File: src/rtl/sslv_pkg.sv
`timescale 1ns / 1ps

package sslv_pkg;

  // Item kinds
  localparam logic [1:0] OP_BUS    = 2'd0;
  localparam logic [1:0] OP_SAMPLE = 2'd1;
  localparam logic [1:0] OP_CHAR   = 2'd2;

  // Register map
  localparam logic [7:0] REG_VERSION0 = 8'd0;
  localparam logic [7:0] REG_VERSION1 = 8'd1;
  localparam logic [7:0] REG_CONTROL  = 8'd2;
  localparam logic [7:0] REG_STATUS   = 8'd3;
  localparam logic [7:0] REG_AVG_LO   = 8'd5;
  localparam logic [7:0] REG_AVG_HI   = 8'd6;
  localparam logic [7:0] REG_CHAR_BUF = 8'd7;
  localparam logic [7:0] REG_DEV_ID   = 8'd9;
  localparam logic [7:0] NUM_REGS     = 8'd10;

  // Fixed response bytes
  localparam logic [7:0] BAD_ANSWER   = 8'h55;
  localparam logic [7:0] DEV_ID       = 8'hAA;
  localparam logic [7:0] VERSION_BYTE = 8'h04;

  // Control register start bit, status bit positions
  localparam int CTRL_START_BIT = 1;
  localparam int STAT_FAULT_BIT = 1;
  localparam int STAT_BUSY_BIT  = 2;
  localparam int STAT_READY_BIT = 3;
  localparam int STAT_CHAR_BIT  = 5;

  // Accumulator widths
  localparam int SUM_W   = 21;
  localparam int COUNT_W = 5;
  localparam int AVG_W   = 16;

  typedef struct packed {
    logic [1:0]  opcode;
    logic        frame_ok;
    logic [7:0]  reg_addr;
    logic [7:0]  write_byte;
    logic [15:0] sample_value;
    logic [7:0]  rx_char;
  } item_t;

  typedef struct packed {
    logic [7:0] read_data;
    logic       term_valid;
    logic [7:0] term_char;
  } result_t;

endpackage

File: src/rtl/sslv_core.sv
`timescale 1ns / 1ps

module sslv_core #(
  parameter int AVG_SAMPLES = 30
) (
  input  logic             clk,
  input  logic             rst_n,
  input  logic             fire,
  input  sslv_pkg::item_t  item,
  output sslv_pkg::result_t res
);

  import sslv_pkg::*;

  // Exact reciprocal for any divisor up to 2**COUNT_W over a SUM_W-bit dividend
  localparam int DIV_SHIFT = SUM_W + COUNT_W;
  localparam int RECIP_W   = DIV_SHIFT + 1;
  localparam logic [RECIP_W-1:0] RECIP =
    RECIP_W'(((64'd1 << DIV_SHIFT) + 64'(AVG_SAMPLES) - 64'd1) / 64'(AVG_SAMPLES));

  logic               fault_r, fault_nxt;
  logic               busy_r, busy_nxt;
  logic               ready_r, ready_nxt;
  logic               char_flag_r, char_flag_nxt;
  logic [7:0]         char_buf_r, char_buf_nxt;
  logic [SUM_W-1:0]   total_r, total_nxt;
  logic [SUM_W-1:0]   sum_r, sum_nxt;
  logic [COUNT_W-1:0] count_r, count_nxt;

  logic [SUM_W-1:0]         sum_add;
  logic [COUNT_W-1:0]       count_add;
  logic [SUM_W+RECIP_W-1:0] avg_prod;
  logic [AVG_W-1:0]         avg_value;
  logic [7:0]               status;
  logic                     addr_ok;

  // Average of the last completed run
  assign avg_prod  = (SUM_W+RECIP_W)'(total_r) * (SUM_W+RECIP_W)'(RECIP);
  assign avg_value = avg_prod[DIV_SHIFT +: AVG_W];

  always_comb begin
    status = '0;
    status[STAT_FAULT_BIT] = fault_r;
    status[STAT_BUSY_BIT]  = busy_r;
    status[STAT_READY_BIT] = ready_r;
    status[STAT_CHAR_BIT]  = char_flag_r;
  end

  assign addr_ok   = item.frame_ok && (item.reg_addr < NUM_REGS);
  assign sum_add   = sum_r + SUM_W'(item.sample_value);
  assign count_add = count_r + COUNT_W'(1);

  // Form the response from the current state, then the state update
  always_comb begin
    res           = '0;
    fault_nxt     = fault_r;
    busy_nxt      = busy_r;
    ready_nxt     = ready_r;
    char_flag_nxt = char_flag_r;
    char_buf_nxt  = char_buf_r;
    total_nxt     = total_r;
    sum_nxt       = sum_r;
    count_nxt     = count_r;
    case (item.opcode)
      OP_BUS: begin
        if (addr_ok) begin
          case (item.reg_addr)
            REG_VERSION0, REG_VERSION1: res.read_data = VERSION_BYTE;
            REG_STATUS:   res.read_data = status;
            REG_AVG_LO:   res.read_data = avg_value[7:0];
            REG_AVG_HI: begin
              res.read_data = avg_value[15:8];
              ready_nxt     = 1'b0;
            end
            REG_CHAR_BUF: res.read_data = char_buf_r;
            REG_DEV_ID:   res.read_data = DEV_ID;
            default:      res.read_data = '0;
          endcase
          if (item.reg_addr == REG_CONTROL) begin
            if (item.write_byte[CTRL_START_BIT]) begin
              busy_nxt = 1'b1;
            end
          end else if (item.reg_addr == REG_CHAR_BUF) begin
            if (item.write_byte == 8'd0) begin
              char_flag_nxt = 1'b0;
            end else begin
              res.term_valid = 1'b1;
              res.term_char  = item.write_byte;
            end
          end
        end else begin
          res.read_data = BAD_ANSWER;
        end
      end
      OP_SAMPLE: begin
        if (busy_r) begin
          if (item.sample_value == 16'd0) begin
            fault_nxt = 1'b1;
            ready_nxt = 1'b1;
          end else if (count_add == COUNT_W'(AVG_SAMPLES)) begin
            // Close the run: keep the total; the divide is done combinationally from it
            total_nxt = sum_add;
            busy_nxt  = 1'b0;
            ready_nxt = 1'b1;
            sum_nxt   = '0;
            count_nxt = '0;
          end else begin
            sum_nxt   = sum_add;
            count_nxt = count_add;
          end
        end
      end
      OP_CHAR: begin
        char_buf_nxt  = item.rx_char;
        char_flag_nxt = 1'b1;
      end
      default: ;
    endcase
  end

  // Commit the update when the item moves to the result register
  always_ff @(posedge clk) begin
    if (!rst_n) begin
      fault_r     <= 1'b0;
      busy_r      <= 1'b0;
      ready_r     <= 1'b0;
      char_flag_r <= 1'b0;
      char_buf_r  <= '0;
      total_r     <= '0;
      sum_r       <= '0;
      count_r     <= '0;
    end else if (fire) begin
      fault_r     <= fault_nxt;
      busy_r      <= busy_nxt;
      ready_r     <= ready_nxt;
      char_flag_r <= char_flag_nxt;
      char_buf_r  <= char_buf_nxt;
      total_r     <= total_nxt;
      sum_r       <= sum_nxt;
      count_r     <= count_nxt;
    end
  end

endmodule

File: src/rtl/spi_sensor_register_slave_unit.sv
`timescale 1ns / 1ps

// Each input passes the input register, then the output register (out_ side).
// One item per cycle while out_stall is low; the input register refills while
// a result waits in the output register, so a stall only backs up once both
// are full. Reset (rst_n low, synchronous) empties both registers and clears
// all flags, the character buffer, running sum and count, and the average.
module spi_sensor_register_slave_unit #(
  parameter int AVG_SAMPLES = 30
) (
  input  logic        clk,
  input  logic        rst_n,
  input  logic        in_valid,
  output logic        in_stall,
  input  logic [1:0]  in_opcode,
  input  logic        in_frame_ok,
  input  logic [7:0]  in_reg_addr,
  input  logic [7:0]  in_write_byte,
  input  logic [15:0] in_sample_value,
  input  logic [7:0]  in_rx_char,
  output logic        out_valid,
  input  logic        out_stall,
  output logic [7:0]  out_read_data,
  output logic        out_term_valid,
  output logic [7:0]  out_term_char
);

  import sslv_pkg::*;

  logic    s1_valid_r;
  item_t   s1_item_r;
  logic    out_valid_r;
  result_t out_res_r;
  result_t core_res;
  logic    s1_load;
  logic    s2_load;

  // Pipeline handshake
  assign s2_load  = s1_valid_r && (!out_valid_r || !out_stall);
  assign in_stall = s1_valid_r && !s2_load;
  assign s1_load  = in_valid && !in_stall;

  sslv_core #(
    .AVG_SAMPLES(AVG_SAMPLES)
  ) u_core (
    .clk  (clk),
    .rst_n(rst_n),
    .fire (s2_load),
    .item (s1_item_r),
    .res  (core_res)
  );

  // Advance valid bits
  always_ff @(posedge clk) begin
    if (!rst_n) begin
      s1_valid_r  <= 1'b0;
      out_valid_r <= 1'b0;
    end else begin
      if (s1_load) begin
        s1_valid_r <= 1'b1;
      end else if (s2_load) begin
        s1_valid_r <= 1'b0;
      end
      if (s2_load) begin
        out_valid_r <= 1'b1;
      end else if (!out_stall) begin
        out_valid_r <= 1'b0;
      end
    end
  end

  // Capture payloads
  always_ff @(posedge clk) begin
    if (s1_load) begin
      s1_item_r.opcode       <= in_opcode;
      s1_item_r.frame_ok     <= in_frame_ok;
      s1_item_r.reg_addr     <= in_reg_addr;
      s1_item_r.write_byte   <= in_write_byte;
      s1_item_r.sample_value <= in_sample_value;
      s1_item_r.rx_char      <= in_rx_char;
    end
    if (s2_load) begin
      out_res_r <= core_res;
    end
  end

  assign out_valid      = out_valid_r;
  assign out_read_data  = out_res_r.read_data;
  assign out_term_valid = out_res_r.term_valid;
  assign out_term_char  = out_res_r.term_char;

endmodule
File: config.mk
export PLATFORM = sky130hd
export DESIGN_NAME = spi_sensor_register_slave_unit
export DESIGN_NICKNAME = d
export VERILOG_FILES = /design/src/rtl/sslv_pkg.sv /design/src/rtl/sslv_core.sv /design/src/rtl/spi_sensor_register_slave_unit.sv
export SDC_FILE = /design/constraint.sdc
export NUM_CORES = 1
export LEC_CHECK = 0
export BUFFER_PORTS_ARGS = -buffer_cell sky130_fd_sc_hd__buf_2
export CORE_MARGIN = 5
export CORE_UTILIZATION = 40
export CTS_BUF_LIST = sky130_fd_sc_hd__clkbuf_8
export DETAILED_ROUTE_END_ITERATION = 8
export HOLD_SLACK_MARGIN = 0.15
export PLACE_DENSITY = 0.56
export SLEW_MARGIN = 20
export SYNTH_ARGS = -nofsm -noshare
export SYNTH_HDL_FRONTEND = slang
export SYNTH_HIERARCHICAL = 1
export SYNTH_SLANG_ARGS = --single-unit
File: constraint.sdc
create_clock -name clk -period 5.65 [get_ports clk]
set_input_delay 1.13 -clock clk [delete_from_list [all_inputs] [get_ports clk]]
set_output_delay 1.13 -clock clk [all_outputs]
set_load 0.01 [all_outputs]
======== Yosys cells after proc, flatten, opt, wreduce, memory -nomap -nowiden ========
Cells that the tools add are included.
storage, ports and cells
  register bits after elaboration ......... 121
  input port bits ......................... 47
  output and inout port bits .............. 19
  word-level logic and storage cells ...... 102
cells by class
  add/subtract/negate cells ............... 2
  multipliers ............................. 1
  $lt $le $gt $ge ......................... 1
  equality and inequality tests ........... 20
  muxes and demuxes ....................... 27
  bitwise logic cells ..................... 4
  reductions and logical operators ........ 27
operator list
  cell                      count
  $pmux W8 S6               1
  $mul A21 B22 Y42 const B  1
  $eq A8 B3 Y1 const B      3
  $add A21 B16 Y21          1
  $mux W21                  1
  $mux W1                   19
  $eq A8 B2 Y1 const B      2
  $logic_not A16 Y1         1
  $logic_not A8 Y1          2
  $ne A2 B1 Y1 const B      6
  $reduce_and A6 Y1         2
  $reduce_and A5 Y1         2
  $mux W9                   1
  $eq A8 B1 Y1 const B      1
  $eq A8 B4 Y1 const B      1
  $lt A8 B4 Y1 const B      1
  $reduce_and A4 Y1         2
  $mux W7                   1
  $ne A2 B2 Y1 const B      3
  $pmux W1 S2               3
  $reduce_bool A2 Y1        3
  $add A5 B1 Y5 const B     1
  $eq A5 B5 Y1 const B      1
  $mux W5                   1
  other kinds (12)          22

======== Logic depth before layout (Yosys ltp) ========
Gate-level depths: netlist of run 1.
  depth after elaboration ................. 8
  gate-level depth with buffers ........... 24
  depth with buffers taken out ............ 24

======== Modules after synthesis ========
Netlist of run 1, hierarchy kept.
modules (own cells, without submodules)
  module                          instances  cells each  area each (µm²)  seq. area each (µm²)
  sslv_core                       1          946         8311.7           1181.1
  spi_sensor_register_slave_unit  1          68          1885.6           1841.8

======== Least setup slack after synthesis of run 1 ========
OpenSTA, ideal clock, no wires.
  kind .................................... reg-to-reg
  start point ............................. register u_core.total_r[19]
  end point ............................... register out_res_r, in the netlist out_read_data[6] (data pin)
  arrival ................................. 5.303 ns
  slack ................................... 0.086 ns
  cell stages (with the launch flop) ...... 22
  period minus slack after synthesis ...... 5.564 ns
  cells stage by stage .................... dfxtp_1 inv_1 ha_1 ha_1 or2_2 fa_1 inv_1 fa_1 fa_1 inv_1 fa_1 ha_1 ha_1 and3_2 nand3_1 o31a_2 a31oi_4 o22a_4 a41oi_2 xnor2_1 a221oi_1 nor2_1
between the ends
  longest elaborated chain between the ends .. 3
RTL lines
  item                      line                                  text
  start: declaration        sslv_core.sv:26                       logic [SUM_W-1:0] total_r, total_nxt;
  start signal: assignment  sslv_core.sv:138                      total_r <= total_nxt;
  $mul A21 B22 Y42          sslv_core.sv:38                       assign avg_prod = (SUM_W+RECIP_W)'(total_r) * (SUM_W+RECIP_W)'(RECIP);
  $pmux W8 S6               sslv_core.sv:67                       case (item.reg_addr)
  $mux W7                   sslv_core.sv:66                       if (addr_ok) begin
  end signal: assignment    spi_sensor_register_slave_unit.sv:83  out_res_r <= core_res;
  end: declaration          spi_sensor_register_slave_unit.sv:33  result_t out_res_r;
Every way passes these cells.
A chain may end at the register's enable or synchronous reset.

======== Worst setup path after layout of run 1 ========
  start point ............................. register u_core.total_r[18]
  end point ............................... register out_res_r, in the netlist out_read_data[6] (data pin)
Same word-level chain as after synthesis.

==> impl_metrics.ini, run 1 <==
[setup_path]
cp-start-kind = register
critPathBufInv = 4
cp.arrival_ns = 5.63
crit_path_end_kind = register
crit_type = register to register
worst_path_max_delay_cell = fa_1
crit_chain = ha_1 > inv_1 > fa_1 > inv_1 > fa_1 > inv_1 > fa_1 > fa_1 > inv_1 > ha_1 > ha_4 > nand2_2 > o211ai_2 > a2111oi_4 > o31a_2 > a31oi_4 > o22a_4 > a41oi_4 > xnor2_1 > a221oi_1 > nor2_1
cp.required_ns = 5.84
cp_top_family = adder cells
max_stage_delay_ns = 0.52
path_max_fanout = 4

[sta]
min_period_ns = 5.440
setup_tns_ns = 0
maxSlewHeadroom_pct = 46.27
finClkSkew_ns = 0.01365
worstMarginPinSlew_ns = 0.8030
slew_violations = 0
setup_viol = 0
report.final.hold_viol_count = 0
max_freq_mhz = 183.8
period_share_pct = 96.29

[die]
die_y_microns = 169.7
core_area_sq_um = 25110
die_w_microns = 169.7
die_area_sq_um = 28790
fp-row-count = 58
start_util_pct = 40.61
pin_count = 66

[route]
wl_microns = 21510
drt-pass1-iter-count = 4
ant_nets = 0
drc = 0
drtIter0Drc = 339
via_count = 7169
wl_per_cell_microns = 14.85
vias_per_cell = 4.948

[synthesis]
ys.warnings.count = 6
ys_types = 72
synth_area_sq_um = 10200
synthCells = 1014
async_flop_share_pct = 0
ys_seq_elements = 121
synth_edf_count = 60
syn-mean-instance-area_sq_um = 10.06
syn_nets = 1313
yosysSeqAreaShare_pct = 29.64
synth_flop_cell = dfxtp_1

[job]
drv_cap = 0

[global_route]
groute.usage.overall_pct = 15.41
grt_max_degree = 46
grt_pass1_wl_microns = 36250
grt_pass1_vias = 7321
grt-ovfl-total = 0
antenna_found_initial = 0

[cts]
cts_sinks = 121
clk_pin_slew_ns = 0.08
cts_max_level = 4
clock_path_buffers = 2
cts_tree = done
clkLatencyLatePin_ns = 0.43
cts-root-buf = clkbuf_8
postCtsHoldBufs = 0
numCtsBuffers = 17

[layout]
drive_gt1_share_pct = 15.73
syn2layout_area_growth_pct = 14.58
final_common_cell = ha_1
antenna_cells = 0
final_area_sq_um = 11680
final_nets = 1405
layout_common_cells = ha_1 (181), inv_1 (146), nand2_1 (76)
fin_util_pct = 46.53

[placement]
port_buffers = 65
place_congestion = 0.8556
placed_area_sq_um = 11050
hpwlAfterDp_microns = 17480

[pwr]
vdd_drop_max_uv = 180.8
pwr_density_cell_nw_per_um2 = 158.5
p_leak_uw = 0.005852

[hold_path]
min_path_type = register to register

[run_status]
status = finished, final reports clean
metrics by stage:
stage | power [uW] | worst slack, ns | std cells | hold slack, ns
after global placement | 1070 | -0.007621 | 1416 | 0.4501
after CTS | 1881 | 0.005544 | 1449 | 0.4703
after floorplan | 1032 | 0.08642 | 1014 | 0.4412
final | 1852 | 0.2097 | 1449 | 0.4709
after detailed placement | 1070 | -0.1265 | 1416 | 0.4599
after global routing | 1939 | -0.01870 | 1449 | 0.4968
synthesized netlist by cell type, types with 5 or more instances:
library cell,number,area (sq um)
nor2b_1,31,193.9
nor3_1,15,75.07
a22oi_1,8,60.06
ha_1,191,2390
edfxtp_1,60,1802
o21ai_0,18,90.09
dfxtp_1,61,1221
a21o_1,18,135.1
a21boi_0,6,45.04
o22ai_1,5,31.28
nor2_1,33,123.9
and2_1,11,68.82
o21ai_1,17,85.08
clkbuf_1,15,56.30
inv_1,148,555.5
a31oi_1,13,81.33
nand3_1,26,130.1
o21a_1,6,45.04
xnor2_1,20,175.2
nand2_1,77,289.0
mux2i_1,12,120.1
a21oi_1,39,195.2
fa_1,61,1221
xor2_1,13,113.9
o211a_1,5,50.05
nand4_1,10,62.56
nor4_1,6,37.54
a21boi_1,18,135.1
and3_1,7,43.79
routing by layer:
layer | routed length [microns] | global-route usage (%) | vias up
met5 | 0 | 0 | -
met4 | 169 | 3.745 | 0
met3 | 486 | 1.957 | 12
met2 | 10030 | 24.82 | 90
met1 | 10830 | 22.11 | 3356
li1 | - | - | 3711
registers in the layout (all words and copies together) (netlist names):
signal              count
u_core/sum_r           21
u_core/char_buf_r       8
u_core/busy_r           1
u_core/ready_r          1
u_core/fault_r          1
u_core/total_r         21
u_core/char_flag_r      1
s1_valid_r              1
u_core/count_r          5
out_term_valid          1
out_term_char           8
s1_item_r              43
out_read_data           8
out_valid               1
worst paths after layout:
path | startpoint | cells after the start | to | slack (ns)
worst max register to register | u_core/total_r[18] | 21 | out_read_data[6] | 0.21
worst min-delay path | u_core/sum_r[2] | 2 | u_core/sum_r[2] | 0.47
worst min register to register | u_core/sum_r[2] | 2 | u_core/sum_r[2] | 0.47
worst max-delay path | u_core/total_r[18] | 21 | out_read_data[6] | 0.21
final cells by class:
type	count	area, sq um
Timing Repair Buffer	94	543.0
Inverter	149	559.3
Clock buffer	17	234.0
Sequential cell	121	3025
Fill cell	2441	13430
Multi-Input combinational cell	723	6731
Tap cell	330	412.9
Clock inverter	15	177.7
power breakdown:
group	switching [uW]	total, uW	internal, uW	leakage, uW
Combinational	47.9	85.5	37.6	0.00459
Sequential	15.5	964	949	0.00106
Clock	392	803	410	0.000201
cells by family (layout without fill, tap and decap cells):
| group | after synthesis | in the layout | share of synthesized area, % |
|---|---|---|---|
| buffers and inverters | 170 | 275 | 6.540 |
| flip-flops | 121 | 121 | 29.64 |
| AND/OR/NAND/NOR | 239 | 239 | 11.74 |
| AO/OA/AOI/OAI | 187 | 187 | 12.65 |
| multiplexers | 12 | 12 | 1.178 |
| adder cells (fa/ha/maj) | 252 | 252 | 35.41 |
| XOR/XNOR | 33 | 33 | 2.834 |
worst reg2reg max path: cells and delay by family, from the launching register on:
kind            cells  cell delay [ns]
simple gates        2             0.14
flops               1             0.34
compound gates      7             1.45
buf+inv             4             0.20
xor+xnor            1             0.16
fa+ha+maj           7             2.91
timing repair:
item	CTS	global route
resized for setup	5	28
endpoints found under the setup margin	7	7
setup buffers	1	0
pin swaps	7	25
hold endpoints to repair	0	0
No activity file was read; power rests on OpenSTA's default activity.
==> inputs of run 2 (changes only) <==
--- a/config.mk
+++ b/config.mk
@@ -6,7 +6,7 @@
 export NUM_CORES = 1
 export LEC_CHECK = 0
 export BUFFER_PORTS_ARGS = -buffer_cell sky130_fd_sc_hd__buf_2
-export CORE_MARGIN = 5
+export CORE_MARGIN = 4
 export CORE_UTILIZATION = 40
 export CTS_BUF_LIST = sky130_fd_sc_hd__clkbuf_8
 export DETAILED_ROUTE_END_ITERATION = 8
==> impl_metrics.ini, run 2 (same netlist as run 1, synthesis figures left out) <==
[hold_path]
min_path_type = register to register

[global_route]
grt_max_degree = 47
grt_pass1_wl_microns = 35560
antenna_found_initial = 0
grt_most_used_layer = met2
grt_use_met2_pct = 24.63
grt_pass1_vias = 7143
grt-ovfl-total = 0
use_met3_pct = 1.723
groute.usage.overall_pct = 15.32
use_met1_pct = 22.38

[sta]
finClkSkew_ns = 0.01552
max_freq_mhz = 183.5
fin_ws_ns = 0.1997
min_period_ns = 5.450
worstMarginPinSlew_ns = 0.8028
rsz0062_at_grt = false
setup_viol = 0
report.final.hold_viol_count = 0
slew_violations = 0
maxSlewHeadroom_pct = 46.29
period_share_pct = 96.46

[route]
drt-pass1-iter-count = 5
ant_nets = 0
vias_per_cell = 5.034
via_count = 7289
drc = 0
drtIter0Drc = 425
wl_per_cell_microns = 14.86
wl_microns = 21510

[pwr]
p_total_uw = 1908
p_leak_uw = 0.005900
swShare_pct = 24.36
p_seq_share_pct = 50.6
clockPowerShare_pct = 45.0
internal_power_uw = 1443
vdd_drop_max_uv = 163.8
switchingPower_uw = 464.8
pwr_density_cell_nw_per_um2 = 163.0
combPwrFrac_pct = 4.5

[die]
die_y_microns = 167.7
pin_count = 66
start_util_pct = 40.61
die_w_microns = 167.7
die_area_sq_um = 28110
fp-row-count = 58
core_area_sq_um = 25110

[layout]
antenna_cells = 0
layout_common_cells = ha_1 (182), inv_1 (148), nand2_1 (77)
drive_gt1_share_pct = 15.30
reg.largest.list = s1_item_r x43, u_core/sum_r x21, u_core/total_r x21
largest_reg_flops = 43
syn2layout_area_growth_pct = 14.77
final_area_sq_um = 11700
instances_no_fill = 1448
final_nets = 1404
final_common_cell = ha_1
largest_register = s1_item_r

[cts]
cts_setup_buffers = 0
numCtsBuffers = 17
clkLatencyLatePin_ns = 0.43
cts_sinks = 121
cts_tree = done
clk_pin_slew_ns = 0.09
clock_path_buffers = 2
cts-root-buf = clkbuf_8
cts_max_level = 4

[job]
drv_cap = 0

[placement]
preCtsSetupSlack_ns = -0.04318
hpwlAfterDp_microns = 17470
place_congestion = 0.8420
place_inst = 1416
port_buffers = 65
placed_area_sq_um = 11050

[setup_path]
crit_type = register to register
cp-start-kind = register
crit_path_end_kind = register
cp.required_ns = 5.84
max_stage_delay_ns = 0.58
worst_path_max_delay_cell = fa_1
path_common_cell = fa_1
crit_chain = inv_1 > ha_1 > ha_1 > or2_4 > fa_1 > inv_1 > fa_1 > fa_1 > inv_1 > fa_1 > ha_4 > ha_4 > and3_4 > nand3_2 > o31a_4 > a31oi_4 > o22a_4 > a31oi_2 > xnor2_1 > a221oi_1 > nor2_1
critPathBufInv = 3
cp_top_family = adder cells
path_max_fanout = 4
cp.arrival_ns = 5.64

[run_status]
status = finished, final reports clean
## run 2: cell types whose count changed in the layout (fill, tap and decap cells not counted), sizes merged
cell      delta
buf          -1
bufinv       +1
inv          -1
clkinvlp     -2
clkinv       +2
## run 2: worst register-to-register path, stage by stage (launching register included)
cell and delay (ns):
dfxtp_2 0.36, inv_1 0.05, ha_1 0.18, ha_1 0.17
or2_4 0.24, fa_1 0.47, inv_1 0.06, fa_1 0.44
fa_1 0.51, inv_1 0.05, fa_1 0.58, ha_4 0.22
ha_4 0.28, and3_4 0.19, nand3_2 0.07, o31a_4 0.38
a31oi_4 0.17, o22a_4 0.18, a31oi_2 0.10, xnor2_1 0.15
a221oi_1 0.29, nor2_1 0.08
## run 2: cell type report
class	count	area [sq um]
multi-input cells	723	6731
clock buffers	17	234.0
inverters	149	559.3
flip-flops and latches	121	3027
clock inverters	15	203.9
fillers	2433	13410
repair buffers	93	535.5
well taps	330	412.9
## run 2: worst paths after layout
kind,from,to,slack [ns],cells after the start
worst max-delay path,u_core/total_r[19],out_read_data[6],0.20,21
worst min-delay path,u_core/sum_r[2],u_core/sum_r[2],0.47,2
worst max register to register,u_core/total_r[19],out_read_data[6],0.20,21
worst min register to register,u_core/sum_r[2],u_core/sum_r[2],0.47,2
## run 2: repair_timing
| action | in CTS | in global routing |
|---|---|---|
| pin swaps | 2 | 22 |
| hold buffers | 0 | 0 |
| resized for setup | 2 | 29 |
| setup endpoints to repair | 2 | 8 |
## run 2: metal layers
metal,vias to the layer above,part of all wire (%),routed length (microns)
met2,88,47,10040
met1,3477,51,10880
met3,7,2.2,471
li1,3717,-,-
met5,-,0,0
met4,0,0.60,128
## run 2: power groups by stage
| stage | logic, uW | registers [uW] | clock network [uW] |
|---|---|---|---|
| final | 85.5 | 965 | 858 |
| after global placement | 85.1 | 985 | 0 |
| after CTS | 86.1 | 965 | 881 |
| after detailed placement | 85.8 | 985 | 0 |
| after floorplan | 49.2 | 982 | 0 |
| after global routing | 94.6 | 968 | 921 |
## run 2: per-stage QoR
| stage | setup TNS, ns | utilization (%) | hold WS, ns |
|---|---|---|---|
| 6_report | 0 | 46.61 | 0.4737 |
| 5_1_grt | 0 | 46.61 | 0.4889 |
| 4_1_cts | 0 | 45.78 | 0.4765 |
| 3_5_place_dp | -0.04318 | 44.01 | 0.4660 |
| 3_3_place_gp | -0.005205 | 44.01 | 0.4537 |
| 2_1_floorplan | 0 | - | 0.4412 |
